## config.mk

```make
export PLATFORM = sky130hd
export DESIGN_NAME = xml_reference_decoder
export DESIGN_NICKNAME = d
export VERILOG_FILES = /design/src/sv/xrd_pkg.sv /design/src/sv/xml_reference_decoder.sv /design/src/sv/xrd_front.sv /design/src/sv/xrd_queue.sv /design/src/sv/xrd_back.sv
export SDC_FILE = /design/constraint.sdc
export NUM_CORES = 1
export LEC_CHECK = 0
export ABC_AREA = 1
export BUFFER_PORTS_ARGS = -buffer_cell sky130_fd_sc_hd__buf_2
export CELL_PAD_IN_SITES_DETAIL_PLACEMENT = 1
export CELL_PAD_IN_SITES_GLOBAL_PLACEMENT = 2
export CORE_MARGIN = 5
export CORE_UTILIZATION = 38
export CTS_CLUSTER_SIZE = 12
export DETAILED_ROUTE_END_ITERATION = 7
export PLACE_DENSITY_LB_ADDON = 0.12
export RECOVER_POWER = 50
export SETUP_SLACK_MARGIN = 0.05
export SYNTH_ARGS = -nofsm -noshare
export SYNTH_HDL_FRONTEND = slang
export SYNTH_SLANG_ARGS = --single-unit
```

## constraint.sdc

```tcl
create_clock -name clk -period 8.1 [get_ports clk]
set_input_delay 1.215 -clock clk [delete_from_list [all_inputs] [get_ports clk]]
set_output_delay 1.215 -clock clk [all_outputs]
set_load 0.03 [all_outputs]
```

## src/sv/xrd_pkg.sv

```systemverilog
// Shared types, codes and constants of the XML reference decoder.
`default_nettype none
package xrd_pkg;

	// Longest reference body (characters after '&') before ';' must appear
	localparam int unsigned MAX_REF_CHARS = 11;

	localparam int unsigned QUEUE_DEPTH = 2;
	localparam int unsigned QPTR_W      = $clog2(QUEUE_DEPTH);
	localparam int unsigned QCNT_W      = $clog2(QUEUE_DEPTH + 1);

	// Register index of the configuration port
	localparam logic REG_ATTR_MODE = 1'b0;

	localparam logic [20:0] CP_MAX     = 21'h10FFFF;
	localparam logic [20:0] CP_SUR_LO  = 21'h00D800;
	localparam logic [20:0] CP_SUR_HI  = 21'h00DFFF;

	localparam logic [7:0] CH_AMP   = 8'h26;
	localparam logic [7:0] CH_SEMI  = 8'h3B;
	localparam logic [7:0] CH_HASH  = 8'h23;
	localparam logic [7:0] CH_X     = 8'h78;
	localparam logic [7:0] CH_CR    = 8'h0D;
	localparam logic [7:0] CH_LF    = 8'h0A;
	localparam logic [7:0] CH_TAB   = 8'h09;
	localparam logic [7:0] CH_SP    = 8'h20;
	localparam logic [7:0] CH_LT    = 8'h3C;
	localparam logic [7:0] CH_GT    = 8'h3E;
	localparam logic [7:0] CH_QUOT  = 8'h22;
	localparam logic [7:0] CH_APOS  = 8'h27;

	localparam logic [31:0] NAME_LT   = 32'h00006C74;
	localparam logic [31:0] NAME_GT   = 32'h00006774;
	localparam logic [31:0] NAME_AMP  = 32'h00616D70;
	localparam logic [31:0] NAME_QUOT = 32'h71756F74;
	localparam logic [31:0] NAME_APOS = 32'h61706F73;

	typedef enum logic [1:0] {
		PH_IDLE,
		PH_REF,
		PH_DROP
	} phase_t;

	typedef enum logic [1:0] {
		KIND_NAMED,
		KIND_HASH,
		KIND_DEC,
		KIND_HEX
	} kind_t;

	typedef enum logic [2:0] {
		ERR_NONE,
		ERR_AMP,
		ERR_EMPTY,
		ERR_DIGIT,
		ERR_RANGE,
		ERR_VALUE,
		ERR_ENTITY
	} err_t;

	// All results caused by one input item
	typedef struct packed {
		logic [1:0]      last_idx;
		logic [3:0][7:0] bytes;
		logic            has_byte;
		err_t            err;
		logic            run_end;
	} xrd_entry_t;

endpackage
`default_nettype wire

```

## src/sv/xml_reference_decoder.sv

```systemverilog
// Top level of the XML character and entity reference decoder.
// Feed one byte of a text run or attribute value per item, with end_of_run on
// the last byte; each item yields zero to four result items. The front end
// takes a new byte every cycle as long as its two-entry result queue has room,
// and updates the reference state (code point, name characters, kind, length)
// in that same cycle, so a run of ordinary bytes streams at one item per
// cycle. While out_ready is high the output side emits one result item per
// cycle; a character reference of N UTF-8 bytes holds the output until
// all N are out; the input stalls on a full queue. Errors arrive as a result
// with has_byte low and a nonzero error_code; the rest of the run is then
// dropped until end_of_run, which always closes with run_end on the final
// result. attribute_mode sits at address 0 of the APB port: 0 folds CR and
// CR LF to LF, 1 turns space, TAB, LF and CR into a space.
`default_nettype none
module xml_reference_decoder #(
	parameter int unsigned MAX_REF_LEN = xrd_pkg::MAX_REF_CHARS
) (
	input  wire         clk,
	input  wire         arst_n,
	// input bytes
	input  wire         in_valid,
	output logic        in_ready,
	input  wire  [7:0]  data_byte,
	input  wire         end_of_run,
	// decoded results
	output logic        out_valid,
	input  wire         out_ready,
	output logic [7:0]  out_byte,
	output logic        has_byte,
	output logic [2:0]  error_code,
	output logic        item_last,
	output logic        run_end,
	// configuration
	input  wire         psel,
	input  wire         penable,
	input  wire         pwrite,
	input  wire  [2:0]  paddr,
	input  wire  [31:0] pwdata,
	output logic [31:0] prdata,
	output logic        pready
);
	import xrd_pkg::*;

	logic        attr_mode_q;
	logic        q_ready, q_push, q_pop, head_valid;
	xrd_entry_t  q_entry, head_entry;

	// Register file: one mode bit; writes complete in the access phase
	assign pready = 1'b1;
	assign prdata = (paddr[2] == REG_ATTR_MODE) ? {31'd0, attr_mode_q} : 32'd0;

	always_ff @(posedge clk or negedge arst_n) begin
		if (!arst_n) begin
			attr_mode_q <= 1'b0;
		end else if (psel && penable && pwrite && pready && paddr[2] == REG_ATTR_MODE) begin
			attr_mode_q <= pwdata[0];
		end
	end

	// Front: classify the byte and advance reference state
	xrd_front #(
		.MAX_REF_LEN (MAX_REF_LEN)
	) u_front (
		.clk            (clk),
		.arst_n         (arst_n),
		.in_valid       (in_valid),
		.in_ready       (in_ready),
		.data_byte      (data_byte),
		.end_of_run     (end_of_run),
		.attribute_mode (attr_mode_q),
		.q_ready        (q_ready),
		.q_push         (q_push),
		.q_entry        (q_entry)
	);

	// Queue: decouple the byte intake from the result stream
	xrd_queue u_queue (
		.clk        (clk),
		.arst_n     (arst_n),
		.push       (q_push),
		.push_entry (q_entry),
		.push_ready (q_ready),
		.pop        (q_pop),
		.head_valid (head_valid),
		.head_entry (head_entry)
	);

	// Back: serialize each entry into result items
	xrd_back u_back (
		.clk        (clk),
		.arst_n     (arst_n),
		.head_valid (head_valid),
		.head_entry (head_entry),
		.pop        (q_pop),
		.out_valid  (out_valid),
		.out_ready  (out_ready),
		.out_byte   (out_byte),
		.has_byte   (has_byte),
		.error_code (error_code),
		.item_last  (item_last),
		.run_end    (run_end)
	);

endmodule
`default_nettype wire

```

## src/sv/xrd_front.sv

```systemverilog
// Front end: accepts input bytes, tracks reference state and builds result entries.
`default_nettype none
module xrd_front #(
	parameter int unsigned MAX_REF_LEN = xrd_pkg::MAX_REF_CHARS
) (
	input  wire                 clk,
	input  wire                 arst_n,
	input  wire                 in_valid,
	output logic                in_ready,
	input  wire  [7:0]          data_byte,
	input  wire                 end_of_run,
	input  wire                 attribute_mode,
	input  wire                 q_ready,
	output logic                q_push,
	output xrd_pkg::xrd_entry_t q_entry
);
	import xrd_pkg::*;

	phase_t      phase_q, phase_n;
	kind_t       kind_q, kind_n;
	logic [20:0] cp_q, cp_n;
	logic [3:0]  len_q, len_n;
	logic [31:0] name_q, name_n;
	err_t        fce_q, fce_n;
	logic        cr_q, cr_n;

	err_t        fin_err;
	xrd_entry_t  fin_ent;
	logic        dig_en, dig_hex, dig_ok;
	logic [3:0]  dig_val;
	logic [24:0] acc;
	logic        cr_seen, is_ws, has_res;
	err_t        step_err;
	xrd_entry_t  ent;

	assign in_ready = q_ready;

	// Closing ';': resolve the reference into bytes or an error code
	always_comb begin
		fin_err = ERR_NONE;
		fin_ent = '0;
		fin_ent.has_byte = 1'b1;
		if (fce_q != ERR_NONE) begin
			fin_err = fce_q;
		end else if (kind_q == KIND_NAMED) begin
			if (len_q == 4'd2 && name_q == NAME_LT) begin
				fin_ent.bytes[0] = CH_LT;
			end else if (len_q == 4'd2 && name_q == NAME_GT) begin
				fin_ent.bytes[0] = CH_GT;
			end else if (len_q == 4'd3 && name_q == NAME_AMP) begin
				fin_ent.bytes[0] = CH_AMP;
			end else if (len_q == 4'd4 && name_q == NAME_QUOT) begin
				fin_ent.bytes[0] = CH_QUOT;
			end else if (len_q == 4'd4 && name_q == NAME_APOS) begin
				fin_ent.bytes[0] = CH_APOS;
			end else begin
				fin_err = ERR_ENTITY;
			end
		end else if (kind_q == KIND_HASH || (kind_q == KIND_HEX && len_q <= 4'd2)) begin
			fin_err = ERR_EMPTY;
		end else if (cp_q == 21'd0 || (cp_q >= CP_SUR_LO && cp_q <= CP_SUR_HI)) begin
			fin_err = ERR_VALUE;
		end else if (cp_q < 21'h80) begin
			fin_ent.bytes[0] = cp_q[7:0];
		end else if (cp_q < 21'h800) begin
			fin_ent.last_idx = 2'd1;
			fin_ent.bytes[0] = {3'b110, cp_q[10:6]};
			fin_ent.bytes[1] = {2'b10, cp_q[5:0]};
		end else if (cp_q < 21'h10000) begin
			fin_ent.last_idx = 2'd2;
			fin_ent.bytes[0] = {4'b1110, cp_q[15:12]};
			fin_ent.bytes[1] = {2'b10, cp_q[11:6]};
			fin_ent.bytes[2] = {2'b10, cp_q[5:0]};
		end else begin
			fin_ent.last_idx = 2'd3;
			fin_ent.bytes[0] = {5'b11110, cp_q[20:18]};
			fin_ent.bytes[1] = {2'b10, cp_q[17:12]};
			fin_ent.bytes[2] = {2'b10, cp_q[11:6]};
			fin_ent.bytes[3] = {2'b10, cp_q[5:0]};
		end
	end

	// Digit decode for the numeric forms
	always_comb begin
		dig_ok  = 1'b0;
		dig_val = 4'd0;
		if (data_byte >= 8'h30 && data_byte <= 8'h39) begin
			dig_ok  = 1'b1;
			dig_val = data_byte[3:0];
		end else if (dig_hex && data_byte >= 8'h61 && data_byte <= 8'h66) begin
			dig_ok  = 1'b1;
			dig_val = data_byte[3:0] + 4'd9;
		end else if (dig_hex && data_byte >= 8'h41 && data_byte <= 8'h46) begin
			dig_ok  = 1'b1;
			dig_val = data_byte[3:0] + 4'd9;
		end
		if (dig_hex) begin
			acc = {cp_q, 4'd0} + {21'd0, dig_val};
		end else begin
			acc = {1'b0, cp_q, 3'd0} + {3'd0, cp_q, 1'b0} + {21'd0, dig_val};
		end
	end

	always_comb begin
		dig_en = 1'b0;
		dig_hex = (kind_q == KIND_HEX);
		case (kind_q)
			KIND_HASH: dig_en = (data_byte != CH_X);
			KIND_DEC:  dig_en = 1'b1;
			KIND_HEX:  dig_en = 1'b1;
			default:   dig_en = 1'b0;
		endcase
	end

	always_comb begin
		phase_n  = phase_q;
		kind_n   = kind_q;
		cp_n     = cp_q;
		len_n    = len_q;
		name_n   = name_q;
		fce_n    = fce_q;
		cr_n     = cr_q;
		ent      = '0;
		has_res  = 1'b0;
		step_err = ERR_NONE;
		cr_seen  = cr_q && !attribute_mode;
		is_ws    = data_byte == CH_SP || data_byte == CH_TAB ||
			data_byte == CH_LF || data_byte == CH_CR;

		case (phase_q)
			PH_IDLE: begin
				cr_n = 1'b0;
				ent.has_byte = 1'b1;
				if (data_byte == CH_AMP) begin
					phase_n = PH_REF;
					kind_n  = KIND_NAMED;
					cp_n    = '0;
					len_n   = '0;
					name_n  = '0;
					fce_n   = ERR_NONE;
				end else if (attribute_mode) begin
					has_res = 1'b1;
					ent.bytes[0] = is_ws ? CH_SP : data_byte;
				end else if (data_byte == CH_CR) begin
					has_res = 1'b1;
					ent.bytes[0] = CH_LF;
					cr_n = 1'b1;
				end else if (!(data_byte == CH_LF && cr_seen)) begin
					has_res = 1'b1;
					ent.bytes[0] = data_byte;
				end
			end
			PH_REF: begin
				if (data_byte == CH_SEMI) begin
					step_err = fin_err;
					if (fin_err == ERR_NONE) begin
						phase_n = PH_IDLE;
						has_res = 1'b1;
						ent     = fin_ent;
					end
				end else if (len_q >= 4'(MAX_REF_LEN)) begin
					step_err = ERR_AMP;
				end else begin
					len_n = len_q + 4'd1;
					case (kind_q)
						KIND_NAMED: begin
							if (len_q == 4'd0 && data_byte == CH_HASH) begin
								kind_n = KIND_HASH;
							end else begin
								name_n = {name_q[23:0], data_byte};
							end
						end
						KIND_HASH: kind_n = (data_byte == CH_X) ? KIND_HEX : KIND_DEC;
						default:   kind_n = kind_q;
					endcase
					if (dig_en && fce_q == ERR_NONE) begin
						if (!dig_ok) begin
							fce_n = ERR_DIGIT;
						end else if (acc > {4'd0, CP_MAX}) begin
							fce_n = ERR_RANGE;
						end else begin
							cp_n = acc[20:0];
						end
					end
				end
				if (step_err != ERR_NONE) begin
					has_res = 1'b1;
					ent     = '0;
					ent.err = step_err;
					phase_n = PH_DROP;
				end
			end
			default: phase_n = PH_DROP;
		endcase

		// End of run: flag an open reference, else add a bare end marker if silent
		if (end_of_run) begin
			if (phase_n == PH_REF) begin
				ent     = '0;
				ent.err = ERR_AMP;
			end else if (!has_res) begin
				ent = '0;
			end
			has_res     = 1'b1;
			ent.run_end = 1'b1;
			phase_n     = PH_IDLE;
			cr_n        = 1'b0;
			kind_n      = KIND_NAMED;
			cp_n        = '0;
			len_n       = '0;
			name_n      = '0;
			fce_n       = ERR_NONE;
		end
	end

	assign q_push  = in_valid && in_ready && has_res;
	assign q_entry = ent;

	always_ff @(posedge clk or negedge arst_n) begin
		if (!arst_n) begin
			phase_q <= PH_IDLE;
			kind_q  <= KIND_NAMED;
			cp_q    <= '0;
			len_q   <= '0;
			name_q  <= '0;
			fce_q   <= ERR_NONE;
			cr_q    <= 1'b0;
		end else if (in_valid && in_ready) begin
			phase_q <= phase_n;
			kind_q  <= kind_n;
			cp_q    <= cp_n;
			len_q   <= len_n;
			name_q  <= name_n;
			fce_q   <= fce_n;
			cr_q    <= cr_n;
		end
	end

endmodule
`default_nettype wire

```

## src/sv/xrd_queue.sv

```systemverilog
// Short entry queue between the front end and the output serializer.
`default_nettype none
module xrd_queue (
	input  wire                 clk,
	input  wire                 arst_n,
	input  wire                 push,
	input  xrd_pkg::xrd_entry_t push_entry,
	output logic                push_ready,
	input  wire                 pop,
	output logic                head_valid,
	output xrd_pkg::xrd_entry_t head_entry
);
	import xrd_pkg::*;

	xrd_entry_t          store_q [QUEUE_DEPTH];
	logic [QPTR_W-1:0]   wr_ptr_q, rd_ptr_q;
	logic [QCNT_W-1:0]   count_q;

	function automatic logic [QPTR_W-1:0] ptr_inc(input logic [QPTR_W-1:0] p);
		if (p == QPTR_W'(QUEUE_DEPTH - 1)) begin
			return '0;
		end
		return p + QPTR_W'(1);
	endfunction

	assign push_ready = (count_q != QCNT_W'(QUEUE_DEPTH));
	assign head_valid = (count_q != '0);
	assign head_entry = store_q[rd_ptr_q];

	always_ff @(posedge clk) begin
		if (push) begin
			store_q[wr_ptr_q] <= push_entry;
		end
	end

	always_ff @(posedge clk or negedge arst_n) begin
		if (!arst_n) begin
			wr_ptr_q <= '0;
			rd_ptr_q <= '0;
			count_q  <= '0;
		end else begin
			if (push) begin
				wr_ptr_q <= ptr_inc(wr_ptr_q);
			end
			if (pop) begin
				rd_ptr_q <= ptr_inc(rd_ptr_q);
			end
			if (push && !pop) begin
				count_q <= count_q + QCNT_W'(1);
			end else if (pop && !push) begin
				count_q <= count_q - QCNT_W'(1);
			end
		end
	end

endmodule
`default_nettype wire

```

## src/sv/xrd_back.sv

```systemverilog
// Back end: walks the head entry and hands out one result item per cycle while out_ready is high.
`default_nettype none
module xrd_back (
	input  wire                 clk,
	input  wire                 arst_n,
	input  wire                 head_valid,
	input  xrd_pkg::xrd_entry_t head_entry,
	output logic                pop,
	output logic                out_valid,
	input  wire                 out_ready,
	output logic [7:0]          out_byte,
	output logic                has_byte,
	output logic [2:0]          error_code,
	output logic                item_last,
	output logic                run_end
);
	import xrd_pkg::*;

	logic [1:0] idx_q;

	assign out_valid  = head_valid;
	assign out_byte   = head_entry.bytes[idx_q];
	assign has_byte   = head_entry.has_byte;
	assign error_code = head_entry.err;
	assign item_last  = (idx_q == head_entry.last_idx);
	assign run_end    = item_last && head_entry.run_end;
	assign pop        = out_valid && out_ready && item_last;

	always_ff @(posedge clk or negedge arst_n) begin
		if (!arst_n) begin
			idx_q <= '0;
		end else if (out_valid && out_ready) begin
			idx_q <= item_last ? 2'd0 : idx_q + 2'd1;
		end
	end

endmodule
`default_nettype wire
```

Word-level counts from Yosys, hierarchy flattened. Memory sizes are Yosys's and may differ from the RTL's. Cells that the tools add are included.

Muxes and demuxes: 135. Bitwise operators: 1. Equality and inequality tests: 35. Reductions and logical operators: 53. Magnitude comparators: 15. Add/sub/neg operators: 10.

Operators with widths (number): $mux W39 (6); $mux W32 (6); $mux W21 (7); $mux W24 (6); $mux W16 (7); $mux W8 (13); $mux W34 (3); $mux W26 (3); $eq A32 B15 Y1 const B (2); $eq A32 B31 Y1 const B (2); $pmux W32 S2 (1); $mux W3 (18); $add A25 B4 Y25 (2); $pmux W21 S2 (1); $eq A32 B23 Y1 const B (1); $eq A8 B6 Y1 const B (4); $mux W4 (8); $mux W1 (30); $mux W2 (14); $logic_and A1 B1 Y1 (26); $add A24 B22 Y25 (1); $gt A25 B21 Y1 const B (1); $mux W25 (1); $eq A8 B4 Y1 const B (3); other kinds (51) (83).

Bits in registers: 72. Output and inout port bits: 49. Memories: 1. RAM bits: 78.

Memories: u_queue.store_q (depth 2, width 39, read ports 1, clocked after memory_dff 0, wr ports 1, RTL line xrd_queue.sv:15) `xrd_entry_t store_q [QUEUE_DEPTH];`.

Depth between registers and ports, before layout. Gate-level depths: netlist of run 1.

Depth in word-level cells: 26. Mapped depth: 32. Depth with buffers taken out: 31.

Hierarchy. From an unflattened synthesis of run 1, not the netlist that was laid out.

Cell total of the unflattened synthesis: 1242. Area, all modules: 10047.1 µm².

Modules (own cells, without submodules): xrd_front (cells each 963, sequential area each 1601.5 µm², instances 1, area an instance 6213.5 µm²); xrd_queue (cells each 146, sequential area each 2442.3 µm², instances 1, area an instance 3032.9 µm²); xrd_back (cells each 88, sequential area each 50.0 µm², instances 1, area an instance 486.7 µm²); xml_reference_decoder (cells each 45, sequential area each 25.0 µm², instances 1, area an instance 314.1 µm²).

Worst setup path before layout of run 1. No wires, ideal clock.

Path type: input to register. Start: input port data_byte[1]. End: register u_front.cp_q[2]. Cell stages on the path: 28. Data required time: 7.983 ns. Path slack: 3.298 ns. Data arrival time: 4.685 ns. Cells stage by stage: inv_1 > ha_1 > nor3_1 > nor3_4 > nor2_1 > a21oi_1 > fa_1 > inv_1 > fa_1 > inv_1 > nand3_1 > nand3_1 > nand2_1 > nand2_1 > nand3_1 > nand2_1 > nand2_1 > nand2_1 > nand2_1 > nand2_1 > nand3_1 > nand2_1 > nand3_1 > nand2_2 > nand2_2 > buf_6 > nand2_1 > nand2_1.

Word-level cells in the longest chain between the ends: 15.

RTL lines: from (decl) (RTL line xml_reference_decoder.sv:23) `input wire [7:0] data_byte,`; parallel branches: the longest is 15 deep, another holds $add A25 B4 Y25; to (signal assigned) (RTL line xrd_front.sv:231) `cp_q <= cp_n;`; to (decl) (RTL line xrd_front.sv:21) `logic [20:0] cp_q, cp_n;`.

Several ways; the timed one is not identified. The select of a mux whose other input is x is not followed. A chain may end at the register's enable or synchronous reset.

Final worst setup path of run 1.
Start: input port data_byte[0]. End: register u_front.cp_q[18].

The elaborated chain is that of the path after synthesis.

==> flow_metrics.tcl, run 1 <==
set metrics [dict create \
    status "complete, but fails checks" \
    violations "capacitance limit, slew limit" \
    p_total_mw 2.36 \
    initial_core_util 0.384 \
    cp.arrival_ps 6270 \
    yosysWarnings 0 \
    grt_max_degree 61 \
    finalSetupViolCount 0 \
    dieArea_um2 28600 \
    worstPathRequired_ps 8410 \
    worstRegToRegCells 25 \
    hold-path-cell-count 1 \
    drt_iter0_drc 416 \
    coreArea_um2 25000 \
    clkSinkCount 141 \
    crit_top_cell "nand2_1" \
    grt_pass1_wl_mm 46.8 \
    ctsResizeCount 0 \
    die_width_um 169 \
    r2r-start "u_front.kind_q[1]" \
    place_congestion 0.857 \
    area_growth_pct 8.52 \
    worstPathMaxFanout 22 \
    synth_common_cells "273 x nand2_1, 157 x nor2_1, 156 x inv_1" \
    slew-limit-headroom -1.32 \
    worst_pin_slew_ps 3480 \
    grt_pass1_vias 8626 \
    yosys.cell_types.count 57 \
    drive_gt1_frac 0.0757 \
    ys_seq_area_frac 0.404 \
    fin_cells 1625 \
    fmax_mhz 168 \
    final_cell_area_um2 10400 \
    hold_buffers 0 \
    nets 1385 \
    min_period_ps 5960 \
    synthCells 1261 \
    cp_top_family "simple AND/OR/NAND/NOR gates" \
    powerDensity_nw_per_um2 226 \
    vdd.ir_drop.worst_mv 0.247 \
    ios 100 \
    slowest_delay_ps 570 \
    cts_tree "done" \
    start_kind "input pin" \
    cts_root_buf "clkbuf_16" \
    fin_util 0.417 \
    crit_chain "buf_2, inv_1, ha_1, nor3_1, nor3_4, nor2_1, a21oi_1, fa_1, inv_1, fa_1, nor2_1, nand2_1, nand3_1, nand2_1, a21boi_1, o21ai_0, nand3_1, nand2_1, nand2_1, nand3_1, nand2_2, nand2_2, nand2_1, nand2_1" \
    drt_wl_total_mm 29.0 \
    io_buffers 34 \
    cp_num_buf_inv 3 \
    dp_hpwl_mm 21.8 \
    track_usage 0.205 \
    whs_endpoint "u_queue.count_q[0]" \
    drt-pass1-iter-count 5 \
    p_leak_nw 4.79 \
    clk_latency_ps 430 \
    ys_ff_latch 141 \
    synth_most_common_cell "nand2_1" \
    critPathKind "input pin to register" \
    cp-end-kind "register" \
    syn_area_um2 9610 \
    report.final.slew_viol_count 158 \
    hold_violations 0 \
    dr_total_vias 8456 \
    num_rows 58 \
    numCtsBuffers 17 \
    post_cts_buffers 0 \
    cts_max_path_buffers 2 \
    r2r-end "u_front.cp_q[18]" \
    clk_pin_slew_ps 60 \
    viasPerCell 5.20 \
    dominantRegCellSynth "dfrtp_1" \
    yosys.area.top_type "edfxtp_1" \
    wire_per_inst_um 17.8 \
    ant_nets 0 \
    dpl.cell_count 1593 \
    drcViolationCount 0 \
    placed_cell_area_um2 9960 \
    maxCapViolations 4 \
    synthTopCellsByArea "edfxtp_1 22%, dfrtp_1 18%, nand2_1 11%, ha_1 6.5%, nor2_1 6.1%" \
    h-tree-depth 4 \
    final.setup_skew_ps 13.9 \
    slowest_stage "fa_1" \
    rsz0062_at_grt "no" \
    period_share 0.736 \
    async_flop_share 0.504 \
    synth-edff-count 70 \
    die_height_um 169 \
    hold_start "u_queue.count_q[0]" \
    hold_class "register to register" \
    fin_tns_setup_ps 0 \
    rrSetupSlack_ps 2210 \
    grt_overflow 0 \
    antenna_cells 0 \
    postSynthAreaPerCell_um2 7.62 \
    yosysTopAreaCellShare 0.219 \
    antenna_found_initial 0 \
]
==> cell families (layout without fill, tap and decap cells) <==
logic type	Yosys count	after routing	synth area share
adders and majority gates	52	52	0.0693
and+or+nand+nor	605	605	0.278
buffers and inverters	235	239	0.109
AOI/OAI and AO/OA	217	217	0.131
xor gates and xnor gates	8	8	0.00729
DFF	141	141	0.404
other	2	32	0.000781
muxes	1	1	0.00104
==> per-stage QoR <==
step                hold slack, ps  worst slack (ps)
floorplan                      446              3300
global placement               462              1720
detailed placement             468              1700
CTS                            480              2120
global route                   505              1430
finish                         472              2140
==> cells in the final DEF, fill, tap and decap left out, types with 28 or more instances in the layout <==
cell type and n:
conb_1 32, edfxtp_1 70, dfrtp_1 71, buf_2 28, o21ai_0 80, inv_1 159
o22ai_1 43, nor3_1 31, nand3_1 82, nand2_1 281, ha_1 50, a21oi_1 49
nor2_1 156
==> routing by layer <==
layer	GRT usage	wire length [µm]	vias up
met5	0	0	-
met4	0.0532	476	0
met3	0.0229	668	25
met2	0.340	13800	110
met1	0.288	14000	4133
li1	-	-	4188
==> layout make-up <==
cell class | instances | area, µm²
Tap cell | 330 | 413
Fill cell | 3083 | 14600
Clock inverter | 14 | 131
Clock buffer | 18 | 429
Sequential cell | 141 | 3880
Inverter | 166 | 624
Multi-Input combinational cell | 915 | 4750
Timing Repair Buffer | 41 | 200
==> sequential cells by signal (all words and copies together) (netlist names) <==
signal / flops
u_back.idx_q: 2
u_queue.store_q: 70
u_front.len_q: 4
u_front.phase_q: 2
u_front.cr_q: 1
u_queue.count_q: 2
u_front.kind_q: 2
u_queue.wr_ptr_q: 1
attr_mode_q: 1
u_front.name_q: 32
u_front.fce_q: 2
u_queue.rd_ptr_q: 1
u_front.cp_q: 21
==> worst max-delay path by stage <==
stage | startpoint | endpoint | slack [ps] | depth (start not counted)
2_1_floorplan | data_byte[1] | u_front.cp_q[2] | 3300 | 28
3_3_place_gp | data_byte[0] | u_front.cp_q[20] | 1720 | 26
3_5_place_dp | data_byte[0] | u_front.cp_q[8] | 1700 | 24
4_1_cts | data_byte[0] | u_front.cp_q[9] | 2120 | 24
5_1_grt | u_front.kind_q[1] | u_front.cp_q[7] | 1430 | 29
6_report | data_byte[0] | u_front.cp_q[18] | 2140 | 24
==> worst reg2reg max path, stage by stage, from the launching register on <==
cell	delay (ps)
dfrtp_1	440
nand2_1	80
buf_4	230
inv_1	730
nand4_1	170
nor2_1	200
nor2_1	150
nor3_1	500
ha_1	210
ha_1	270
inv_1	90
fa_1	420
nor2_1	140
nand2_1	60
nand3_1	160
nand2_1	170
a21boi_1	230
o21ai_0	100
nand3_1	130
nand2_1	70
nand2_1	80
nand3_1	110
nand2_2	390
nand2_2	410
nand2_1	160
nand2_1	60
==> where the power goes <==
group          leakage (nW)  total, mW  switching [mW]  internal (mW)
clock                 0.273      0.764           0.336          0.428
combinational          2.88      0.692           0.516          0.176
sequential             1.64      0.903          0.0424          0.860
total                  4.79       2.36           0.895           1.46
No activity file was read; power rests on OpenSTA's default activity.
==> run 2, diff against run 1 <==
--- a/config.mk
+++ b/config.mk
@@ -10,7 +10,7 @@
 export CELL_PAD_IN_SITES_DETAIL_PLACEMENT = 1
 export CELL_PAD_IN_SITES_GLOBAL_PLACEMENT = 2
 export CORE_MARGIN = 5
-export CORE_UTILIZATION = 38
+export CORE_UTILIZATION = 32
 export CTS_CLUSTER_SIZE = 12
 export DETAILED_ROUTE_END_ITERATION = 7
 export PLACE_DENSITY_LB_ADDON = 0.12
==> constraint.sdc (replaced) <==
create_clock -name clk -period 4.9 [get_ports clk]
set_input_delay 0.735 -clock clk [delete_from_list [all_inputs] [get_ports clk]]
set_output_delay 0.735 -clock clk [all_outputs]
set_load 0.03 [all_outputs]
==> run 2 against run 1 <==
The run still ends with capacitance limit, slew limit left. Final area grew 4.1%. Cell count grew 6.0%. Via count grew 0.53%. Clock power grew 73%. First-iteration DRC count shrank 14%. Global-route usage shrank 2.0 points. Sequential share of layout area shrank 1.5 points. Largest power group unchanged.
==> flow_metrics.tcl, run 2 (synthesis results as in run 1) <==
set metrics [dict create \
    seq_power_share 0.374 \
    p_leak_nw 5.00 \
    slowest_stage "fa_1" \
    post_cts_buffers 0 \
    area_growth_pct 13.0 \
    period_share 0.915 \
    antenna_found_initial 0 \
    reg_top3 "u_queue.store_q: 70 flops, u_front.name_q: 32 flops, u_front.cp_q: 21 flops" \
    whs_ps 477 \
    power.net_switching_mw 1.49 \
    cp.arrival_ps 4790 \
    drt_wl_total_mm 30.3 \
    drt_iter0_drc 359 \
    antenna_cells 0 \
    grt_overflow 0 \
    vdd.ir_drop.worst_mv 0.218 \
    io_buffers 34 \
    crit_top_cell "nand2_1" \
    numCtsBuffers 17 \
    report.final.slew_viol_count 69 \
    grt_pass1_vias 8889 \
    hold_start "u_queue.count_q[0]" \
    drive_gt1_frac 0.109 \
    crit_start "data_byte[1]" \
    p_total_mw 3.98 \
    hold_class "register to register" \
    switching_share 0.374 \
    critPathKind "input pin to register" \
    place_congestion 0.793 \
    ios 100 \
    rsz0062_at_grt "no" \
    h-tree-depth 4 \
    regMostFlops "u_queue.store_q" \
    track_usage 0.185 \
    cts_max_path_buffers 2 \
    r2r-start "u_front.phase_q[0]" \
    viasPerCell 4.93 \
    nets 1423 \
    worstPathMaxFanout 16 \
    grt_pass1_wl_mm 49.6 \
    clk_latency_ps 430 \
    fmax_mhz 223 \
    final_cell_mix "277 x nand2_1, 159 x inv_1, 157 x nor2_1, 80 x nand3_1, 79 x o21ai_0" \
    dr_total_vias 8501 \
    worst_pin_slew_ps 1810 \
    die_height_um 183 \
    final_common_cell "nand2_1" \
    combPwrFrac 0.292 \
    worstPathRequired_ps 5210 \
    p_int_mw 2.49 \
    largest_reg_flops 70 \
    grt_max_degree 42 \
    cts_root_buf "clkbuf_16" \
    status "complete, but fails checks" \
    hold_buffers 0 \
    drcViolationCount 0 \
    dieArea_um2 33600 \
    clk_pin_slew_ps 70 \
    clkPwrFrac 0.333 \
    finalSetupViolCount 0 \
    drt-pass1-iter-count 5 \
    cp-end-kind "register" \
    min_period_ps 4480 \
    hold_violations 0 \
    maxCapViolations 2 \
    ctsResizeCount 0 \
    powerDensity_nw_per_um2 366 \
    wire_per_inst_um 17.6 \
    coreArea_um2 29600 \
    final.setup_skew_ps 16.9 \
    slowest_delay_ps 520 \
    fin_util 0.366 \
    ant_nets 0 \
    cp_top_family "simple AND/OR/NAND/NOR gates" \
    initial_core_util 0.324 \
    die_width_um 183 \
    dp_hpwl_mm 23.1 \
    start_kind "input pin" \
    cp_num_buf_inv 7 \
    violations "capacitance limit, slew limit" \
    clkSinkCount 141 \
    slew-limit-headroom -0.209 \
    cts_tree "done" \
    num_rows 63 \
]
-- run 2: changes by cell type in the layout (fill, tap and decap cells not counted), sizes merged --
cell      previous run  this run
buf                 31        64
clkbuf              28        35
clkinv               7         5
clkinvlp             2         1
inv                170       171
-- run 2: per-stage QoR --
stage | cell area, µm² | std cells | worst slack [ps] | TNS [ps]
floorplan | 9720 | 1291 | 578 | 0
global placement | 10300 | 1691 | -14.1 | -139
detailed placement | 10300 | 1691 | -106 | -1540
CTS | 10900 | 1723 | 354 | 0
global route | 10900 | 1723 | 60.7 | 0
finish | 10900 | 1723 | 417 | 0
-- run 2: cell type report --
cell class | instances | area [µm²]
clock inverters | 12 | 126
inverters | 166 | 626
well taps | 390 | 488
fillers | 3661 | 18800
repair buffers | 79 | 502
flip-flops and latches | 141 | 3880
clock buffers | 20 | 468
multi-input cells | 915 | 4770
-- run 2: worst paths after layout --
kind	end	slack [ps]	cells past startpoint
setup / recovery	u_front.cp_q[5]	420	27
hold / removal	u_queue.count_q[0]	480	1
setup reg to reg	u_front.name_q[13]	580	10
hold reg to reg	u_queue.count_q[0]	480	1
max in group asynchronous	u_front.cp_q[1]	2160	2
min in group asynchronous	u_queue.count_q[1]	780	1
-- run 2: routing by layer --
metal | vias up | routed length (µm) | GRT usage
li1 | 4275 | - | -
met1 | 4108 | 15000 | 0.259
met2 | 99 | 14200 | 0.308
met3 | 19 | 791 | 0.0260
met4 | 0 | 341 | 0.0367
met5 | - | 0 | 0
-- run 2: power by group through the flow --
stage	sequential, mW	clock, mW	combinational [mW]
2_1_floorplan	1.49	0	0.865
3_3_place_gp	1.51	0	1.19
3_5_place_dp	1.51	0	1.20
4_1_cts	1.49	1.37	1.20
5_1_grt	1.51	1.42	1.29
6_report	1.49	1.32	1.16
==> run 3, diff against run 2 <==
--- a/config.mk
+++ b/config.mk
@@ -5,12 +5,12 @@
 export SDC_FILE = /design/constraint.sdc
 export NUM_CORES = 1
 export LEC_CHECK = 0
-export ABC_AREA = 1
 export BUFFER_PORTS_ARGS = -buffer_cell sky130_fd_sc_hd__buf_2
 export CELL_PAD_IN_SITES_DETAIL_PLACEMENT = 1
 export CELL_PAD_IN_SITES_GLOBAL_PLACEMENT = 2
 export CORE_MARGIN = 5
-export CORE_UTILIZATION = 32
+export CORE_UTILIZATION = 41
+export CTS_BUF_LIST = sky130_fd_sc_hd__clkbuf_16
 export CTS_CLUSTER_SIZE = 12
 export DETAILED_ROUTE_END_ITERATION = 7
 export PLACE_DENSITY_LB_ADDON = 0.12
==> constraint.sdc (replaced) <==
create_clock -name clk -period 5.3 [get_ports clk]
set_input_delay 0.795 -clock clk [delete_from_list [all_inputs] [get_ports clk]]
set_output_delay 0.795 -clock clk [all_outputs]
set_load 0.03 [all_outputs]
==> run 3 against run 2 <==
Clock skew shrank 6.2 ps. Core utilization grew 11 points. Combinational power shrank 11%. Cell count shrank 30%. The flow still finishes with violations (capacitance limit, slew limit). Global-route usage grew 2.9 points.
==> flow_metrics.tcl, run 3 <==
set metrics [dict create \
    slowest_stage "or4b_4" \
    ys_seq_area_frac 0.442 \
    regMostFlops "u_queue.store_q" \
    yosys.cell_types.count 74 \
    nets 1020 \
    fill_cells 2307 \
    status "complete, but fails checks" \
    largest_reg_flops 70 \
    fin_tns_setup_ps 0 \
    worstPathRequired_ps 5610 \
    dominantRegCellSynth "dfrtp_1" \
    cts_tree "done" \
    h-tree-depth 4 \
    start_kind "input pin" \
    yosysTopAreaCellShare 0.240 \
    cts_max_path_buffers 2 \
    slowest_delay_ps 550 \
    cts_root_buf "clkbuf_16" \
    r2r-start "u_front.kind_q[1]" \
    initial_core_util 0.417 \
    period_share 0.948 \
    reg_top3 "u_queue.store_q: 70 flops, u_front.name_q: 32 flops, u_front.cp_q: 21 flops" \
    coreArea_um2 21000 \
    wire_per_inst_um 21.4 \
    final.setup_skew_ps 10.8 \
    dieArea_um2 24400 \
    ios 100 \
    antenna_cells 0 \
    clk_latency_ps 430 \
    finalSetupViolCount 0 \
    synth_common_cells "84 x nand2_1, 71 x dfrtp_1, 70 x edfxtp_1" \
    track_usage 0.215 \
    cp.arrival_ps 5330 \
    die_height_um 156 \
    dp_hpwl_mm 18.7 \
    clkSinkCount 141 \
    grt_pass1_wl_mm 41.5 \
    final_cell_mix "84 x nand2_1, 71 x dfrtp_1, 70 x edfxtp_1, 63 x nor2_1, 53 x buf_4" \
    r2r-end "u_front.cp_q[8]" \
    rrSetupSlack_ps 640 \
    vdd.ir_drop.worst_mv 0.221 \
    grt_max_degree 40 \
    worst_pin_slew_ps 2160 \
    hold_start "u_queue.wr_ptr_q" \
    critPathKind "input pin to register" \
    numCtsBuffers 17 \
    drcViolationCount 0 \
    die_width_um 156 \
    num_rows 53 \
    grt_pass1_vias 7333 \
    synth_most_common_cell "nand2_1" \
    postSynthAreaPerCell_um2 10.4 \
    drive_gt1_frac 0.174 \
    crit_start "data_byte[1]" \
    synth-edff-count 70 \
    viasPerCell 5.86 \
    crit_top_cell "buf_4" \
    synthTopCellsByArea "edfxtp_1 24%, dfrtp_1 20%, ha_1 7.1%, mux4_2 3.6%, nand2_1 3.6%" \
    async_flop_share 0.504 \
    maxCapViolations 2 \
    drt-pass1-iter-count 4 \
    slew-limit-headroom -0.438 \
    place_congestion 0.930 \
    worstPathMaxFanout 20 \
    cp-end-kind "register" \
    clk_pin_slew_ps 60 \
    hold_violations 0 \
    min_period_ps 5020 \
    drt_wl_total_mm 25.8 \
    yosysWarnings 0 \
    p_leak_nw 4.20 \
    violations "capacitance limit, slew limit" \
    ys_ff_latch 141 \
    hold_class "register to register" \
    ant_nets 0 \
    worstRegToRegCells 23 \
    p_total_mw 3.74 \
    hold-path-cell-count 1 \
    rsz0062_at_grt "no" \
    dr_total_vias 7062 \
    syn_area_um2 8770 \
    grt_overflow 0 \
    powerDensity_nw_per_um2 372 \
    synthCells 845 \
    area_growth_pct 14.8 \
    report.final.slew_viol_count 74 \
    io_buffers 34 \
    antenna_found_initial 0 \
    final_common_cell "nand2_1" \
    whs_endpoint "u_queue.wr_ptr_q" \
    fmax_mhz 199 \
    drt_iter0_drc 490 \
    yosys.area.top_type "edfxtp_1" \
]
-- run 3: final cells by class --
class | count | area [µm²] | share of cell area
clock buffers | 17 | 425 | 0.0423
repair buffers | 94 | 608 | 0.0604
multi-input cells | 647 | 4580 | 0.456
flip-flops and latches | 141 | 3880 | 0.385
well taps | 275 | 344 | 0.0342
inverters | 16 | 60.1 | 0.00597
clock inverters | 15 | 163 | 0.0162
-- run 3: critical path, delay by kind of cell --
family | cells | cell delay (ps)
AO/OA/AOI/OAI | 7 | 1150
AND/OR/NAND/NOR | 8 | 1510
adder cells (fa/ha/maj) | 4 | 910
buffers and inverters | 7 | 980
-- run 3: power by group --
group	switching (mW)	internal [mW]	leakage, nW
sequential	0.159	1.35	1.64
clock	0.504	0.701	0.289
combinational	0.639	0.386	2.27
total	1.30	2.44	4.20
-- run 3: cell families after synthesis --
family	count (synthesis)	synth area share
simple gates	283	0.165
xor+xnor	20	0.0200
other cells	2	0.000856
flops	141	0.442
buf+inv	87	0.0521
compound gates	228	0.185
mux	32	0.0584
fa+ha+maj	52	0.0759
-- run 3: repair_timing --
item                       CTS  global route
setup buffers                1             2
resized for setup            4            18
hold buffers                 0             0
pin swaps                    1             6
setup endpoints to repair   20            21
-- run 3: worst max path at each step --
stage | end
after floorplan | u_front.cp_q[0]
after global placement | u_front.cp_q[6]
after detailed placement | u_front.cp_q[5]
after CTS | u_front.cp_q[1]
after global routing | u_front.cp_q[8]
final | u_front.cp_q[8]
-- run 3: stage by stage --
stage	hold WS [ps]	cells	instance area (µm²)	utilization	setup WS (ps)
final	498	1205	10100	0.479	278
after global routing	515	1205	10100	0.479	45.9
after CTS	459	1203	10100	0.479	50.6
after detailed placement	498	1170	9460	0.450	-477
after global placement	474	1170	9460	0.450	-399
after floorplan	455	875	8880	-	112
-- run 3: per-layer routing --
metal / GRT usage / share of wire / wire length [µm] / vias to the layer above
met5: 0 / 0 / 0 / -
met4: 0.0574 / 0.016 / 414 / 0
met3: 0.0318 / 0.033 / 855 / 32
met2: 0.359 / 0.49 / 12800 / 145
met1: 0.292 / 0.46 / 11800 / 3580
li1: - / - / - / 3305
